===== src/rtl/core/ilm_pkg.sv =====
// Shared types and constants for the isoline level marker.
// No dependencies; imported by every module of the block.
`timescale 1ns / 1ps

package ilm_pkg;

	// Q16.8 level and mark values
	localparam int MARK_W = 24;
	localparam int FRAC_BITS = 8;
	typedef logic signed [MARK_W-1:0] mark_t;

	// configuration port
	localparam int CFG_IDX_W = 3;
	localparam int CFG_DATA_W = 24;
	localparam int WIDTH_REG_W = 13;
	localparam int ROW_W = 16;
	localparam logic [CFG_IDX_W-1:0] REG_IMAGE_WIDTH = 3'd0;
	localparam logic [CFG_IDX_W-1:0] REG_IMAGE_HEIGHT = 3'd1;
	localparam logic [CFG_IDX_W-1:0] REG_LEVEL_FIRST = 3'd2;
	localparam logic [CFG_IDX_W-1:0] REG_LEVEL_STEP = 3'd3;
	localparam logic [CFG_IDX_W-1:0] REG_LEVEL_COUNT = 3'd4;

	// register reset values
	localparam logic [WIDTH_REG_W-1:0] RST_IMAGE_WIDTH = 13'd640;
	localparam logic [ROW_W-1:0] RST_IMAGE_HEIGHT = 16'd480;
	localparam mark_t RST_LEVEL_FIRST = 24'sd0;
	localparam mark_t RST_LEVEL_STEP = 24'sd256;

	// saturation bounds of a level
	localparam mark_t MARK_MAX = 24'sh7FFFFF;
	localparam mark_t MARK_MIN = 24'sh800000;

	// accumulator wide enough for first + k*step, k below 256
	localparam int LVL_ACC_W = 34;

	// marks of one finished cell and which of its pixels leave the block
	// emit bit 0: top-left, 1: top-right, 2: bottom-left, 3: bottom-right
	typedef struct packed {
		logic [3:0] emit;
		mark_t [3:0] marks;
	} cell_res_t;

endpackage


===== src/rtl/core/ilm_outq.sv =====
// Output stage: holds the finished pixels of one cell and hands them out
// one transaction at a time in raster order. Depends on ilm_pkg.
`timescale 1ns / 1ps

module ilm_outq #(
	parameter int AW = 12
) (
	input  logic clk,
	input  logic arst_n,
	input  logic push,
	output logic free,
	input  ilm_pkg::cell_res_t res,
	input  logic [AW-1:0] col_lo,
	input  logic [AW-1:0] col_hi,
	input  logic [ilm_pkg::ROW_W-1:0] row_lo,
	input  logic [ilm_pkg::ROW_W-1:0] row_hi,
	output logic out_valid,
	input  logic out_ready,
	output logic [AW-1:0] out_col,
	output logic [ilm_pkg::ROW_W-1:0] out_row,
	output ilm_pkg::mark_t level_mark,
	output logic image_end
);
	import ilm_pkg::*;

	logic [3:0] mask_q;
	mark_t [3:0] marks_q;
	logic [AW-1:0] col_lo_q, col_hi_q;
	logic [ROW_W-1:0] row_lo_q, row_hi_q;
	logic [3:0] low_bit;
	logic last_one;

	assign low_bit = mask_q & (~mask_q + 4'd1);
	assign last_one = (mask_q & (mask_q - 4'd1)) == 4'd0;
	assign out_valid = mask_q != 4'd0;
	assign free = !out_valid || (out_ready && last_one);

	// select the lowest pending pixel
	always_comb begin
		out_col = col_lo_q;
		out_row = row_lo_q;
		level_mark = marks_q[0];
		image_end = 1'b0;
		if (low_bit[1]) begin
			out_col = col_hi_q;
			level_mark = marks_q[1];
		end else if (low_bit[2]) begin
			out_row = row_hi_q;
			level_mark = marks_q[2];
		end else if (low_bit[3]) begin
			out_col = col_hi_q;
			out_row = row_hi_q;
			level_mark = marks_q[3];
			image_end = 1'b1;
		end
	end

	// pending mask
	always_ff @(posedge clk or negedge arst_n) begin
		if (!arst_n) begin
			mask_q <= '0;
		end else if (push && free) begin
			mask_q <= res.emit;
		end else if (out_valid && out_ready) begin
			mask_q <= mask_q & ~low_bit;
		end
	end

	// cell payload
	always_ff @(posedge clk) begin
		if (push && free) begin
			marks_q <= res.marks;
			col_lo_q <= col_lo;
			col_hi_q <= col_hi;
			row_lo_q <= row_lo;
			row_hi_q <= row_hi;
		end
	end

endmodule


===== config.mk =====
export PLATFORM = sky130hd
export DESIGN_NAME = ilm_outq
export DESIGN_NICKNAME = d
export VERILOG_FILES = /design/src/rtl/core/ilm_pkg.sv /design/src/rtl/core/ilm_outq.sv
export SDC_FILE = /design/constraint.sdc
export NUM_CORES = 1
export LEC_CHECK = 0
export ABC_AREA = 1
export BUFFER_PORTS_ARGS = -buffer_cell sky130_fd_sc_hd__buf_2
export CORE_UTILIZATION = 30
export DETAILED_ROUTE_END_ITERATION = 6
export PLACE_DENSITY = 0.59
export REMOVE_ABC_BUFFERS = 1
export SYNTH_ARGS = -nofsm -noshare
export SYNTH_HDL_FRONTEND = slang
export SYNTH_SLANG_ARGS = --single-unit
export TNS_END_PERCENT = 100

===== constraint.sdc =====
create_clock -name clk -period 4.4 [get_ports clk]
set_clock_uncertainty 0.15 [all_clocks]
set_input_delay 0.66 -clock clk [delete_from_list [all_inputs] [get_ports clk]]
set_output_delay 0.66 -clock clk [all_outputs]
set_load 0.005 [all_outputs]

Yosys cells after proc, flatten, opt, wreduce, memory -nomap -nowiden. Index checks and enable logic that the tools add are counted.

$add $sub $neg: 2. Mux-type cells: 14. Bitwise gates (word level): 5. Reduce and logical (&&, ||, !) cells: 8.

Operators by type and width (count): two-way mux 24 bit (3); two-way mux 16 bit (3); two-way mux 12 bit (3); AND 4 bit (3); two-way mux 4 bit (2); NOT 4 bit (2); adder 4 x 1 -> 4 bit, second input constant (1); zero test 4 bit (1); nonzero test 4 bit (1); subtractor 4 x 1 -> 4 bit, second input constant (1); logical AND 1 bit (3); two-way mux 1 bit (3); nonzero test 2 bit (1); zero test 1 bit (1); logical OR 1 bit (1).

Register bits: 156. Input port bits: 160. Output and inout bits: 55.

Logic depth before layout (Yosys ltp).
Depth after elaboration: 7. Depth in mapped cells: 8. Gate-level depth less buffers: 8.

Worst setup path after synthesis. Ideal clock, no wire load.

Path kind: in2reg. From: input port out_ready. To: register col_hi_q[0] (enable). Setup time: 506 ps. Data arrival time: 4014 ps. Data required time: 3744 ps. Setup slack: -270 ps. Stages: 6. Buffers on the path: 0. Cell sequence: inv_1 a21oi_1 nand2_1 nand2_1 nand3_1 inv_1.

Longest elaborated chain between the ends: 3.

Ends and longest elaborated chain: start: declaration (RTL line ilm_outq.sv:18) `input logic out_ready,`; logical AND 1 bit (RTL line ilm_outq.sv:36) `assign free = !out_valid || (out_ready && last_one);`; logical OR 1 bit (RTL line ilm_outq.sv:36); logical AND 1 bit (RTL line ilm_outq.sv:71) `if (push && free) begin`; end signal: assignment (RTL line ilm_outq.sv:74) `col_hi_q <= col_hi;`; end: declaration (RTL line ilm_outq.sv:28) `logic [AW-1:0] col_lo_q, col_hi_q;`.

No other way between the ends. A chain may end at the register's enable or synchronous reset.

Worst setup path in the final report.
From: register mask_q[0]. To: output port level_mark[23].

Longest elaborated chain between the ends: 6.

Ends and longest elaborated chain: start: declaration (RTL line ilm_outq.sv:26) `logic [3:0] mask_q;`; start signal: assignment (RTL line ilm_outq.sv:63) `mask_q <= res.emit;`; start signal: assignment (RTL line ilm_outq.sv:65) `mask_q <= mask_q & ~low_bit;`; NOT 4 bit (*) (RTL line ilm_outq.sv:33) `assign low_bit = mask_q & (~mask_q + 4'd1);`; adder 4 x 1 -> 4 bit (*) (RTL line ilm_outq.sv:33); AND 4 bit (*) (RTL line ilm_outq.sv:33); two-way mux 24 bit (RTL line ilm_outq.sv:50) `end else if (low_bit[3]) begin`; two-way mux 24 bit (RTL line ilm_outq.sv:47) `end else if (low_bit[2]) begin`; two-way mux 24 bit (*) (RTL line ilm_outq.sv:44) `if (low_bit[1]) begin`; end: declaration (RTL line ilm_outq.sv:21) `output ilm_pkg::mark_t level_mark,`.

Mark *: on every way between the ends. The rest lies on a longest branch, timed or not.

==> results by group <==
Global routing
  • Global-route wire length before repair: 20700 um
  • Total track usage: 0.129
  • Largest net degree at the start of global routing: 87
  • Vias in the first global route: approximately 4000
  • Antenna violations before repair: 1
  • Grt ovf: 0

Critical path
  • Crit path max fanout: between 40 and 50
  • Crit path DAT: ~2.8 ns
  • Worst r2r path cells: 6
  • R2R Setup Slk: approximately 1.8 ns
  • Critical Path RT: approximately 3.6 ns
  • Worst r2r src: mask_q[0]
  • Worst r2r dst: col_hi_q[8]
  • Startpoint types: register
  • WS Path Type: reg -> out
  • Type of destination of the critical path: output port

Power and ir drop
  • Switch share: 0.342
  • Clock Power Share: 0.266
  • Net Sw Power: between 0.0015 and 0.002 W
  • Total Power: 0.00551 W
  • Static leakage: between 3 and 4 nW
  • P_int: approximately 0.0036 W
  • Worst vdd ir: between 0.2 and 0.3 mV
  • Sequential power share: 0.387
  • Combinational power share: 0.347
  • Pwr per Cell Area: between 600 and 700 mW/mm^2

Floorplanning
  • Num ports: roughly 220
  • # rows: 52
  • Die ar.: roughly 0.021 mm^2
  • DIE HEIGHT: 146 um
  • CORE AREA: just over 0.02 mm^2
  • Die width: between 100 and 150 um
  • Initial core utilization: 0.306

Finish
  • Layout net count: between 800 and 900
  • Util after Layout: 0.401
  • Most frequent cells in the layout: buf_2 (214), edfxtp_1 (152), nand2_1 (119)
  • P&R area growth vs syn: 31.1%
  • Commonest non-fill, non-tap cell in the layout: buf_2
  • Layout cells sized above 1: 0.379
  • Ant. Diodes: 0
  • Non-Filler Instances: about 1000

Timing
  • Post-route minimum period: 3.62 ns
  • Slew at the pin closest to its max-slew limit: about 0.8 ns
  • Worst hold slack: approximately 0.26 ns
  • Hold Fails Final Rpt: 0
  • RSZ-0062 raised after global routing: no
  • Setup violators final: 0
  • Final slew viol count: 0
  • FMAX: between 200 and 300 MHz
  • Max_slew headroom: 0.480
  • Period utilisation layout: 0.822

Detailed routing
  • Via density: between 4 and 5
  • Drt first-iter violations: roughly 150
  • DR WL/cell: ~14 um
  • DRT Pass-1 Iters: 4
  • Via count: 4137
  • Post-DRT Antenna Nets: 0
  • Drt total wl: between 10000 and 15000 um
  • DRC Markers: 0

Place
  • Dpl hpwl: a little under 9000 um
  • PortBufs: ~210
  • RD Place Congestion: ~0.8
  • Placed Instances: between 900 and 1000

CTS
  • Clock slew at reported path FFs: about 0.070 ns
  • Skew-Pair Late Insertion Delay: about 0.4 ns
  • Inserted Clock Buffers: 17
  • Clock Sinks: roughly 160
  • Clock root cell: clkbuf_16
  • TritonCTS clock tree: done
  • Largest buffer count on any clock path: 2
  • Max H-tree Level: 4
  • Cts repair resizes: 0

Logic synthesis
  • Largest cells by area after synthesis: edfxtp_1 (74%), nand2_1 (7.2%), inv_1 (3.5%)
  • Synth Warn #: 0
  • Post-synth top area cell: edfxtp_1
  • Post-synth ARST share: 0.0256
  • Main synth FF type: edfxtp_1
  • Post-synth EDFFs: ~150
  • Synth top area share: 0.738
  • Post-synthesis instance total: about 470
  • Register area share after synthesis: 0.754
  • Syn Area/Cell: approximately 13 um^2
  • Post-Syn Area: between 0.006 and 0.007 mm^2
  • Synth cell types: 20
  • #FFs+latches synth: approximately 160

Min path
  • Hold Path End: col_lo_q[9]
  • WHS Path Cells: 1
  • Min-delay src: col_lo[9]
  • HP Class: in -> reg

Status
  • Status: finished, final reports clean

Flow run
  • Max Cap Viol: 0
## power by group through the flow
| stage | combinational [W] | clock [W] | sequential, W |
|---|---|---|---|
| final | 0.00191 | 0.00147 | 0.00214 |
| after global routing | 0.00220 | 0.00156 | 0.00217 |
| after CTS | 0.00197 | 0.00151 | 0.00214 |
| after detailed placement | 0.00196 | 0 | 0.00217 |
| after global placement | 0.00195 | 0 | 0.00216 |
| after floorplan | 0.00114 | 0 | 0.00220 |
## worst max-delay path by stage
stage | endpoint | depth (start not counted) | from | slack [ns]
2_1_floorplan | col_hi_q[0] | 6 | out_ready | -0.27
3_3_place_gp | level_mark[23] | 9 | mask_q[0] | 1.24
3_5_place_dp | level_mark[23] | 9 | mask_q[0] | 1.14
4_1_cts | level_mark[23] | 9 | mask_q[0] | 0.69
5_1_grt | level_mark[23] | 9 | mask_q[0] | 0.44
6_report | level_mark[23] | 9 | mask_q[0] | 0.78
## stage by stage
stage	area, um^2	setup WS (ns)	TNS, ns
2_1_floorplan	6060	-0.270	-41.10
3_3_place_gp	7510	1.24	0
3_5_place_dp	7510	1.14	0
4_1_cts	8110	0.688	0
5_1_grt	8110	0.443	0
6_report	8110	0.784	0
## cell usage after synthesis, types with 2 or more instances
| cell | count |
|---|---|
| edfxtp_1 | 152 |
| nand2_1 | 119 |
| nor2_4 | 3 |
| nor2_1 | 30 |
| nand3_1 | 3 |
| buf_6 | 3 |
| buf_2 | 7 |
| o21ai_1 | 2 |
| inv_1 | 57 |
| clkbuf_1 | 3 |
| a21oi_1 | 27 |
| buf_4 | 6 |
| inv_2 | 2 |
| o211ai_1 | 23 |
| nand4_1 | 4 |
| o21ai_0 | 15 |
| dfrtp_1 | 4 |
| mux2_2 | 12 |
## per-layer routing
layer / vias up / global-route usage / routed length, um
met4: 2 / 0.0516 / 250
met5: - / 0 / 16
li1: 2072 / - / -
met3: 21 / 0.0451 / 984
met2: 162 / 0.213 / 6350
met1: 1880 / 0.152 / 5690
## worst max-delay path: stages (launching register included)
cell	delay, ns
dfrtp_1	0.45
nor2_4	0.19
nand2_2	0.36
inv_2	0.72
nor2_4	0.21
nand2_1	0.11
nand3_1	0.07
nand2_1	0.06
nand2_1	0.05
buf_2	0.12
## final cells by class
class / instances / area [um^2]
Fill cell: 1955 / 12100
Inverter: 59 / 226
Tap cell: 270 / 338
Sequential cell: 156 / 4660
Clock inverter: 14 / 159
Multi-Input combinational cell: 240 / 1180
Clock buffer: 18 / 429
Timing Repair Buffer: 218 / 1120
## kinds of logic (layout without fill, tap and decap cells)
| family | count (synthesis) | in the layout | share of synthesized area |
|---|---|---|---|
| simple gates | 161 | 161 | 0.105 |
| buf+inv | 78 | 309 | 0.0560 |
| compound gates | 67 | 67 | 0.0635 |
| mux | 12 | 12 | 0.0218 |
| flops | 156 | 156 | 0.754 |
## flip-flops by register name (all words and copies together) (netlist names)
name / count
row_lo_q: 16
mask_q: 4
col_lo_q: 12
marks_q: 96
col_hi_q: 12
row_hi_q: 16
## repair_timing
item / 4_1_cts / 5_1_grt
endpoints found under the setup margin: 0 / 0
hold buffers: 1 / 0
buffers inserted: 0 / 0
endpoints found under the hold margin: 4 / 0
(Power assumes the default switching activity.)
