==> config.mk <==
export PLATFORM = sky130hd
export DESIGN_NAME = ilm_levels
export DESIGN_NICKNAME = d
export VERILOG_FILES = /design/src/rtl/core/ilm_pkg.sv /design/src/rtl/core/ilm_levels.sv
export SDC_FILE = /design/constraint.sdc
export NUM_CORES = 2
export LEC_CHECK = 0
export BUFFER_PORTS_ARGS = -buffer_cell sky130_fd_sc_hd__buf_2
export CAP_MARGIN = 20
export CORE_MARGIN = 2
export CORE_UTILIZATION = 33
export CTS_BUF_LIST = sky130_fd_sc_hd__clkbuf_16
export DETAILED_ROUTE_END_ITERATION = 10
export PLACE_DENSITY = 0.48
export SETUP_SLACK_MARGIN = 0.02
export SYNTH_ARGS = -nofsm -noshare
export SYNTH_HDL_FRONTEND = slang
export SYNTH_SLANG_ARGS = --single-unit
==> constraint.sdc <==
create_clock -name clk -period 0.8 [get_ports clk]
set_clock_uncertainty 0.1 [all_clocks]
set_input_delay 0.04 -clock clk [delete_from_list [all_inputs] [get_ports clk]]
set_output_delay 0.04 -clock clk [all_outputs]
set_load 0.02 [all_outputs]
==> src/rtl/core/ilm_pkg.sv <==
// Shared types and constants for the isoline level marker.
// No dependencies; imported by every module of the block.
`timescale 1ns / 1ps

package ilm_pkg;

	// Q16.8 level and mark values
	localparam int MARK_W = 24;
	localparam int FRAC_BITS = 8;
	typedef logic signed [MARK_W-1:0] mark_t;

	// configuration port
	localparam int CFG_IDX_W = 3;
	localparam int CFG_DATA_W = 24;
	localparam int WIDTH_REG_W = 13;
	localparam int ROW_W = 16;
	localparam logic [CFG_IDX_W-1:0] REG_IMAGE_WIDTH = 3'd0;
	localparam logic [CFG_IDX_W-1:0] REG_IMAGE_HEIGHT = 3'd1;
	localparam logic [CFG_IDX_W-1:0] REG_LEVEL_FIRST = 3'd2;
	localparam logic [CFG_IDX_W-1:0] REG_LEVEL_STEP = 3'd3;
	localparam logic [CFG_IDX_W-1:0] REG_LEVEL_COUNT = 3'd4;

	// register reset values
	localparam logic [WIDTH_REG_W-1:0] RST_IMAGE_WIDTH = 13'd640;
	localparam logic [ROW_W-1:0] RST_IMAGE_HEIGHT = 16'd480;
	localparam mark_t RST_LEVEL_FIRST = 24'sd0;
	localparam mark_t RST_LEVEL_STEP = 24'sd256;

	// saturation bounds of a level
	localparam mark_t MARK_MAX = 24'sh7FFFFF;
	localparam mark_t MARK_MIN = 24'sh800000;

	// accumulator wide enough for first + k*step, k below 256
	localparam int LVL_ACC_W = 34;

	// marks of one finished cell and which of its pixels leave the block
	// emit bit 0: top-left, 1: top-right, 2: bottom-left, 3: bottom-right
	typedef struct packed {
		logic [3:0] emit;
		mark_t [3:0] marks;
	} cell_res_t;

endpackage

==> src/rtl/core/ilm_levels.sv <==
// Level generator: registers first + k*step, saturated to Q16.8, per level.
// Depends on ilm_pkg.
`timescale 1ns / 1ps

module ilm_levels #(
	parameter int MAX_LEVELS = 16
) (
	input  logic clk,
	input  logic arst_n,
	input  ilm_pkg::mark_t level_first,
	input  ilm_pkg::mark_t level_step,
	input  logic [$clog2(MAX_LEVELS+1)-1:0] level_count,
	output ilm_pkg::mark_t levels [MAX_LEVELS],
	output logic [MAX_LEVELS-1:0] active
);
	import ilm_pkg::*;

	logic signed [LVL_ACC_W-1:0] acc [MAX_LEVELS];
	mark_t lvl_d [MAX_LEVELS];
	logic [MAX_LEVELS-1:0] act_d;
	logic [MAX_LEVELS-1:0] act_q;
	mark_t lvl_q [MAX_LEVELS];

	// one constant multiple of the step per level, then saturate
	always_comb begin
		for (int k = 0; k < MAX_LEVELS; k++) begin
			acc[k] = LVL_ACC_W'(level_first) + LVL_ACC_W'(k) * LVL_ACC_W'(level_step);
			if (acc[k] > LVL_ACC_W'(MARK_MAX)) begin
				lvl_d[k] = MARK_MAX;
			end else if (acc[k] < LVL_ACC_W'(MARK_MIN)) begin
				lvl_d[k] = MARK_MIN;
			end else begin
				lvl_d[k] = acc[k][MARK_W-1:0];
			end
			act_d[k] = 32'(k) < 32'(level_count);
		end
	end

	// level values carry no reset
	always_ff @(posedge clk) begin
		for (int k = 0; k < MAX_LEVELS; k++) begin
			lvl_q[k] <= lvl_d[k];
		end
	end

	always_ff @(posedge clk or negedge arst_n) begin
		if (!arst_n) begin
			act_q <= '0;
		end else begin
			act_q <= act_d;
		end
	end

	assign levels = lvl_q;
	assign active = act_q;

endmodule

## Word-level counts from Yosys, hierarchy flattened

Cells that the tools add are included.
W data, S select, Z words.

| word-level totals | value |
|---|---|
| memories | 0 |
| input port bits | 55 |
| RAM bits | 0 |
| latch bits | 0 |
| memory bits (read-only) | 0 |
| output and inout bits | 400 |
| word-level logic and storage cells | 107 |
| bits in registers | 400 |

| operators by class | value |
|---|---|
| eq/ne operators | 0 |
| mux-type cells | 16 |
| $lt $le $gt $ge | 48 |
| bitwise logic cells | 0 |
| div/mod/pow operators | 0 |
| multipliers | 11 |
| add/sub/neg operators | 15 |
| shifts and indexed selects | 0 |
| reduce and logical (&&, ||, !) cells | 0 |

Operators with widths:

| cell | number |
|---|---|
| $mux W24 | 16 |
| $add A24 B29 Y30 | 7 |
| $gt A30 B24 Y1 const B | 7 |
| $lt A30 B24 Y1 const B | 7 |
| $mul A5 B24 Y29 const A | 4 |
| $mul A4 B24 Y28 const A | 4 |
| $add A24 B28 Y29 | 3 |
| $gt A29 B24 Y1 const B | 3 |
| $lt A29 B24 Y1 const B | 3 |
| $mul A3 B24 Y27 const A | 3 |
| $add A24 B27 Y28 | 2 |
| $gt A28 B24 Y1 const B | 2 |
| $lt A28 B24 Y1 const B | 2 |
| $lt A4 B5 Y1 const A | 8 |
| $add A24 B26 Y27 | 1 |
| $gt A27 B24 Y1 const B | 1 |
| $lt A27 B24 Y1 const B | 1 |
| $add A24 B25 Y26 | 1 |
| $gt A26 B24 Y1 const B | 1 |
| $lt A26 B24 Y1 const B | 1 |
| $add A24 B24 Y25 | 1 |
| $gt A25 B24 Y1 const B | 1 |
| $lt A25 B24 Y1 const B | 1 |
| $gt A24 B24 Y1 const B | 1 |
| other kinds (4) | 9 |

## Depth between registers and ports, before layout

| logic depth | value |
|---|---|
| word-level depth | 4 |
| mapped depth | 27 |

## Worst setup path before layout

OpenSTA, ideal clock, no wires.

| timing path | value |
|---|---|
| path kind | input-to-reg |
| from | input level_step[23] |
| to | register lvl_q, in the netlist levels[67] |
| path slack | -4,319 ps |
| library setup time | 120 ps |
| data required time | 580 ps |
| path buffers | 3 |
| arrival | 4,898 ps |
| stages on the path | 20 |
| cell sequence | clkbuf_1 -> clkinv_1 -> ha_1 -> clkbuf_1 -> inv_2 -> fa_1 -> inv_1 -> fa_1 -> ha_1 -> a21oi_1 -> nor2b_1 -> o21a_1 -> o31a_1 -> a31oi_1 -> nor2_1 -> a22o_1 -> nand4_1 -> o21a_1 -> buf_2 -> o21ai_1 |

| between the ends | value |
|---|---|
| cells in the longest elaborated chain, start to end | 4 |
| elaborated cells between the ends (all ways) | 5 |
| classes of those cells | add/sub (1); mul (1); order compare (2); mux (1) |

Ends and longest elaborated chain:

| item | line | RTL |
|---|---|---|
| start: declaration | ilm_levels.sv:11 | `input ilm_pkg::mark_t level_step,` |
| $mul A5 B24 Y29 * | ilm_levels.sv:27 | `acc[k] = LVL_ACC_W'(level_first) + LVL_ACC_W'(k) * LVL_ACC_W'(level_step);` |
| $add A24 B29 Y30 * | ilm_levels.sv:27 |  |
| $lt A30 B24 Y1 | ilm_levels.sv:30 | `end else if (acc[k] < LVL_ACC_W'(MARK_MIN)) begin` |
| $mux W24 | ilm_levels.sv:30 |  |
| end signal: indexed assignment | ilm_levels.sv:42 | `lvl_q[k] <= lvl_d[k];` |
| end: declaration | ilm_levels.sv:22 | `mark_t lvl_q [MAX_LEVELS];` |

Mark *: on every way between the ends. The rest lies on a longest branch, timed or not.
A chain may end at the register's enable or synchronous reset.

## Final worst setup path

| timing path | value |
|---|---|
| from | input level_step[11] |
| to | register lvl_q, in the netlist levels[28] |

| between the ends | value |
|---|---|
| cells in the longest elaborated chain, start to end | 4 |
| elaborated cells between the ends (all ways) | 5 |
| classes of those cells | add/sub (1); mul (1); order compare (2); mux (1) |

Ends and longest elaborated chain:

| item | line |
|---|---|
| $mul A4 B24 Y28 * | ilm_levels.sv:27 |
| $add A24 B29 Y30 * | ilm_levels.sv:27 |
| $lt A30 B24 Y1 | ilm_levels.sv:30 |
| $mux W24 | ilm_levels.sv:30 |

Marked as above.

==> metrics.md <==
| Metric | Value |
|---|---|
| Post-synth top flop | `dfxtp_1` |
| Layout overhead on the synthesized area | `64.0%` |
| TritonCTS sink count | `400` |
| GPL Wtd Cong | `slightly below 1` |
| Routed wire length | `approximately 200 mm` |
| Maxcap violations | `0` |
| Fill cell count | `around 12k` |
| Seq/Total Area, Yosys | `~19%` |
| Endpoint class of the critical path | `flip-flop` |
| Post-Synth Adder-Cell Area | `29.0%` |
| Fraction of layout cells with a size suffix above 1 | `between 40% and 50%` |
| Lkg Pwr | `approximately 0.033 µW` |
| Clock Tree Root | `clkbuf_16` |
| Initial core utilization | `around 33%` |
| Post-synthesis mux area share | `less than 1%` |
| Synth unique cells | `just over 100` |
| Die area | `roughly 130000 µm²` |
| Vias | `around 45k` |
| Multi-input gate area | `around 35000 µm²` |
| Status | `finished with violations` |
| Slew Viols, Final | `0` |
| Final hold slack | `-0.364 ns` |
| All-Layer GR Usage | `~30%` |
| Mean Syn Cell Area | `between 8 and 9 µm²` |
| Largest net degree at the start of global routing | `24` |
| Post-synthesis register bit count | `400` |
| Global route total overflow | `0` |
| Net Count, Synth | `slightly below 6k` |
| Largest family of logic cells by synthesized area | `adder cells` |
| Clock power share | `under 10%` |
| Horiz. Die Dim | `359 µm` |
| Sequential cell area | `just over 8000 µm²` |
| Hold Crit Class | `in -> reg` |
| H-tree depth | `2` |
| Leading cell type in the layout, fill and taps excluded | `buf_4` |
| Design Power | `between 200000 and 250000 µW` |
| Initial antenna violation count | `18` |
| Setup repair after global routing missed its margin | `yes` |
| Post-synthesis compound-gate area fraction | `~24%` |
| Num CTS Buffers | `47` |
| # setup viols final | `between 700 and 800` |
| Core Area | `125000 µm²` |
| Comb power frac | `75.9%` |
| Non-filler cells, final | `between 8k and 9k` |
| CP max FO | `21` |
| Slew Limit Headroom | `50.8%` |
| NumNets Final | `slightly above 8k` |
| Switching share of power | `46.1%` |
| Cts hold-fix bufs | `17` |
| Asr flop ratio synth | `under 10%` |
| CP required | `roughly 1.2 ns` |
| 1st-iter DRT viols | `roughly 3.3k` |
| Max Fclk | `218 MHz` |
| Commonest cells after routing, fill and taps aside | `buf_4, inv_1, buf_2` |
| Post-route minimum period | `4.58 ns` |
| Post-DP HPWL | `between 150 and 200 mm` |
| Drt wl/cell | `22.4 µm` |
| Final period utilization | `573%` |
| IO Pins | `roughly 460` |
| Reg power frac | `between 10 and 15%` |
| Routed Antenna Nets | `0` |
| IO Port Bufs | `~450` |
| Simple-gate share of the synthesized area | `a little under an eighth` |
| Cell count after placement | `between 8k and 9k` |
| Failing checks | `negative hold slack, negative setup slack` |
| Final Hold Fails | `15` |
| Worst Tran Pin Value | `0.736 ns` |
| Clock Tree Buf Depth | `3` |
| Chip Height | `about 360 µm` |
| Switching power | `a little over 100000 µW` |
| CTS tree | `yes` |
| Number of flops mapped to enable cells by yosys | `0` |
| Drt pass-1 iters | `5` |
| First-pass GRT wire length | `~290 mm` |
| Vias per inst | `roughly 5.1` |
| Critical path class | `in -> reg` |
| Post-synth design cell area | `~42000 µm²` |
| Vias in the first global route | `about 45k` |
| Ys Warns | `0` |
| XOR/XNOR share of the synthesized area | `about 8.3%` |
| CTS clock-pin slew for the worst setup and hold paths | `roughly 0.060 ns` |
| Startpoint types | `input port` |
| Rows | `130` |
| Power per Cell Area | `roughly 3200 nW/µm²` |
| Max VDD drop | `2.18 mV` |
| DRC | `0` |
| Cell Int Power | `about 120000 µW` |
| Worst path arrival time | `~5.0 ns` |
| Final worst slack | `-3.78 ns` |
| Mapped Cells | `~5k` |
## cells by family (layout without fill, tap and decap cells)
kind of cell,count (synthesis),in the layout
AO/OA/AOI/OAI,1577,1578
XOR/XNOR,391,391
other,0,2
adder cells (fa/ha/maj),817,817
flip-flops,400,400
multiplexers,7,7
AND/OR/NAND/NOR,946,947
buffers and inverters,792,3174
## metal layers
layer  track usage (%)  wire length [µm]  vias to the layer above  share of wire (%)
met2              49.6             92600                     1247                 46
met1              39.9             90200                    21900                 45
met5                 0                 0                        -                  0
met3              3.61             10900                      222                5.4
li1                  -                 -                    22000                  -
met4              9.08              7220                        0                3.6
## area by class of cell
| class | count | share of cell area (%) |
|---|---|---|
| Timing Repair Buffer | 2427 | 27.7 |
| Inverter | 665 | 3.76 |
| Antenna cell | 2 | 0.00733 |
| Clock inverter | 35 | 0.473 |
| Sequential cell | 400 | 11.8 |
| Multi-Input combinational cell | 3740 | 51.5 |
| Tap cell | 1650 | 3.02 |
| Clock buffer | 47 | 1.72 |
## synth_stat cells (10+ instances only)
library cell | number | area, µm²
a31o_2 | 12 | 105
a211o_1 | 25 | 219
and2_1 | 23 | 144
or2_2 | 18 | 113
o21ai_2 | 12 | 105
o31a_1 | 10 | 87.6
a21o_1 | 240 | 1800
nor2_1 | 223 | 837
xnor2_1 | 241 | 2110
o211ai_1 | 45 | 338
a41oi_1 | 12 | 105
a21oi_1 | 405 | 2030
o2111ai_1 | 10 | 87.6
fa_1 | 251 | 5020
xor2_1 | 146 | 1280
o21a_1 | 64 | 480
o21bai_1 | 47 | 353
a211oi_1 | 33 | 248
or3_1 | 28 | 175
a31oi_1 | 42 | 263
nand2b_1 | 84 | 526
nand2_1 | 218 | 818
buf_2 | 32 | 160
o31ai_1 | 29 | 218
nor4_1 | 13 | 81.3
nand3_1 | 104 | 521
nand4_1 | 43 | 269
dfrtp_1 | 16 | 400
and3_1 | 38 | 238
dfxtp_1 | 384 | 7690
nor3_1 | 69 | 345
o21ai_0 | 202 | 1010
clkbuf_1 | 86 | 323
o21ai_1 | 235 | 1180
nor2b_1 | 38 | 238
ha_1 | 561 | 7020
inv_1 | 661 | 2480
## sequential cells by signal (all words and copies together) (netlist names)
name and cells:
active 16, levels 384
## final timing paths
check                      cells past startpoint           start  slack [ns]         end
setup / recovery                              26  level_step[11]       -3.78  levels[28]
hold / removal                                 3  level_count[4]       -0.36   active[1]
max in group asynchronous                      3          arst_n        0.04   active[5]
min in group asynchronous                      3          arst_n        0.30  active[14]
## power by group through the flow
stage	clock network (µW)	registers (µW)	logic, µW
2_1_floorplan	0	39200	71000
3_3_place_gp	0	31400	145000
3_5_place_dp	0	31300	145000
4_1_cts	22200	31000	155000
5_1_grt	22900	31400	178000
6_report	21700	30800	166000
## repair_timing
action,in CTS,in global routing
gates cloned,15,18
gates resized for setup,313,358
hold endpoints to repair,63,23
pin swaps,176,186
setup endpoints to repair,760,791
buffers inserted,75,78
## through the flow
stage | TNS [ns] | util, % | worst slack [ns] | instance area (µm²)
3_3_place_gp | -1381.83 | 49.3 | -4.66 | 61800
4_1_cts | -1277.03 | 52.5 | -3.65 | 65900
6_report | -1290.81 | 54.5 | -3.78 | 68300
5_1_grt | -1356.05 | 54.5 | -4.03 | 68300
3_5_place_dp | -1388.20 | 49.3 | -4.61 | 61800
2_1_floorplan | -1015.22 | - | -4.01 | 44400
## critical path, stage by stage
cell and delay [ns]:
buf_12 0.12, ha_4 0.28, inv_4 0.03, fa_1 0.53
inv_2 0.06, ha_4 0.22, buf_6 0.13, a221o_1 0.40
nand3_1 0.11, nand2_1 0.07, a221oi_2 0.32, a21o_1 0.27
buf_4 0.15, o2111ai_2 0.15, buf_4 0.17, a41oi_2 0.19
xnor2_1 0.21, ha_1 0.33, a21oi_2 0.15, o21ai_2 0.07
xnor2_1 0.19, buf_4 0.14, nand4_1 0.15, o21ai_2 0.22
buf_12 0.20, nand3_1 0.09
Note: power is estimated with default switching activity, not from simulation.
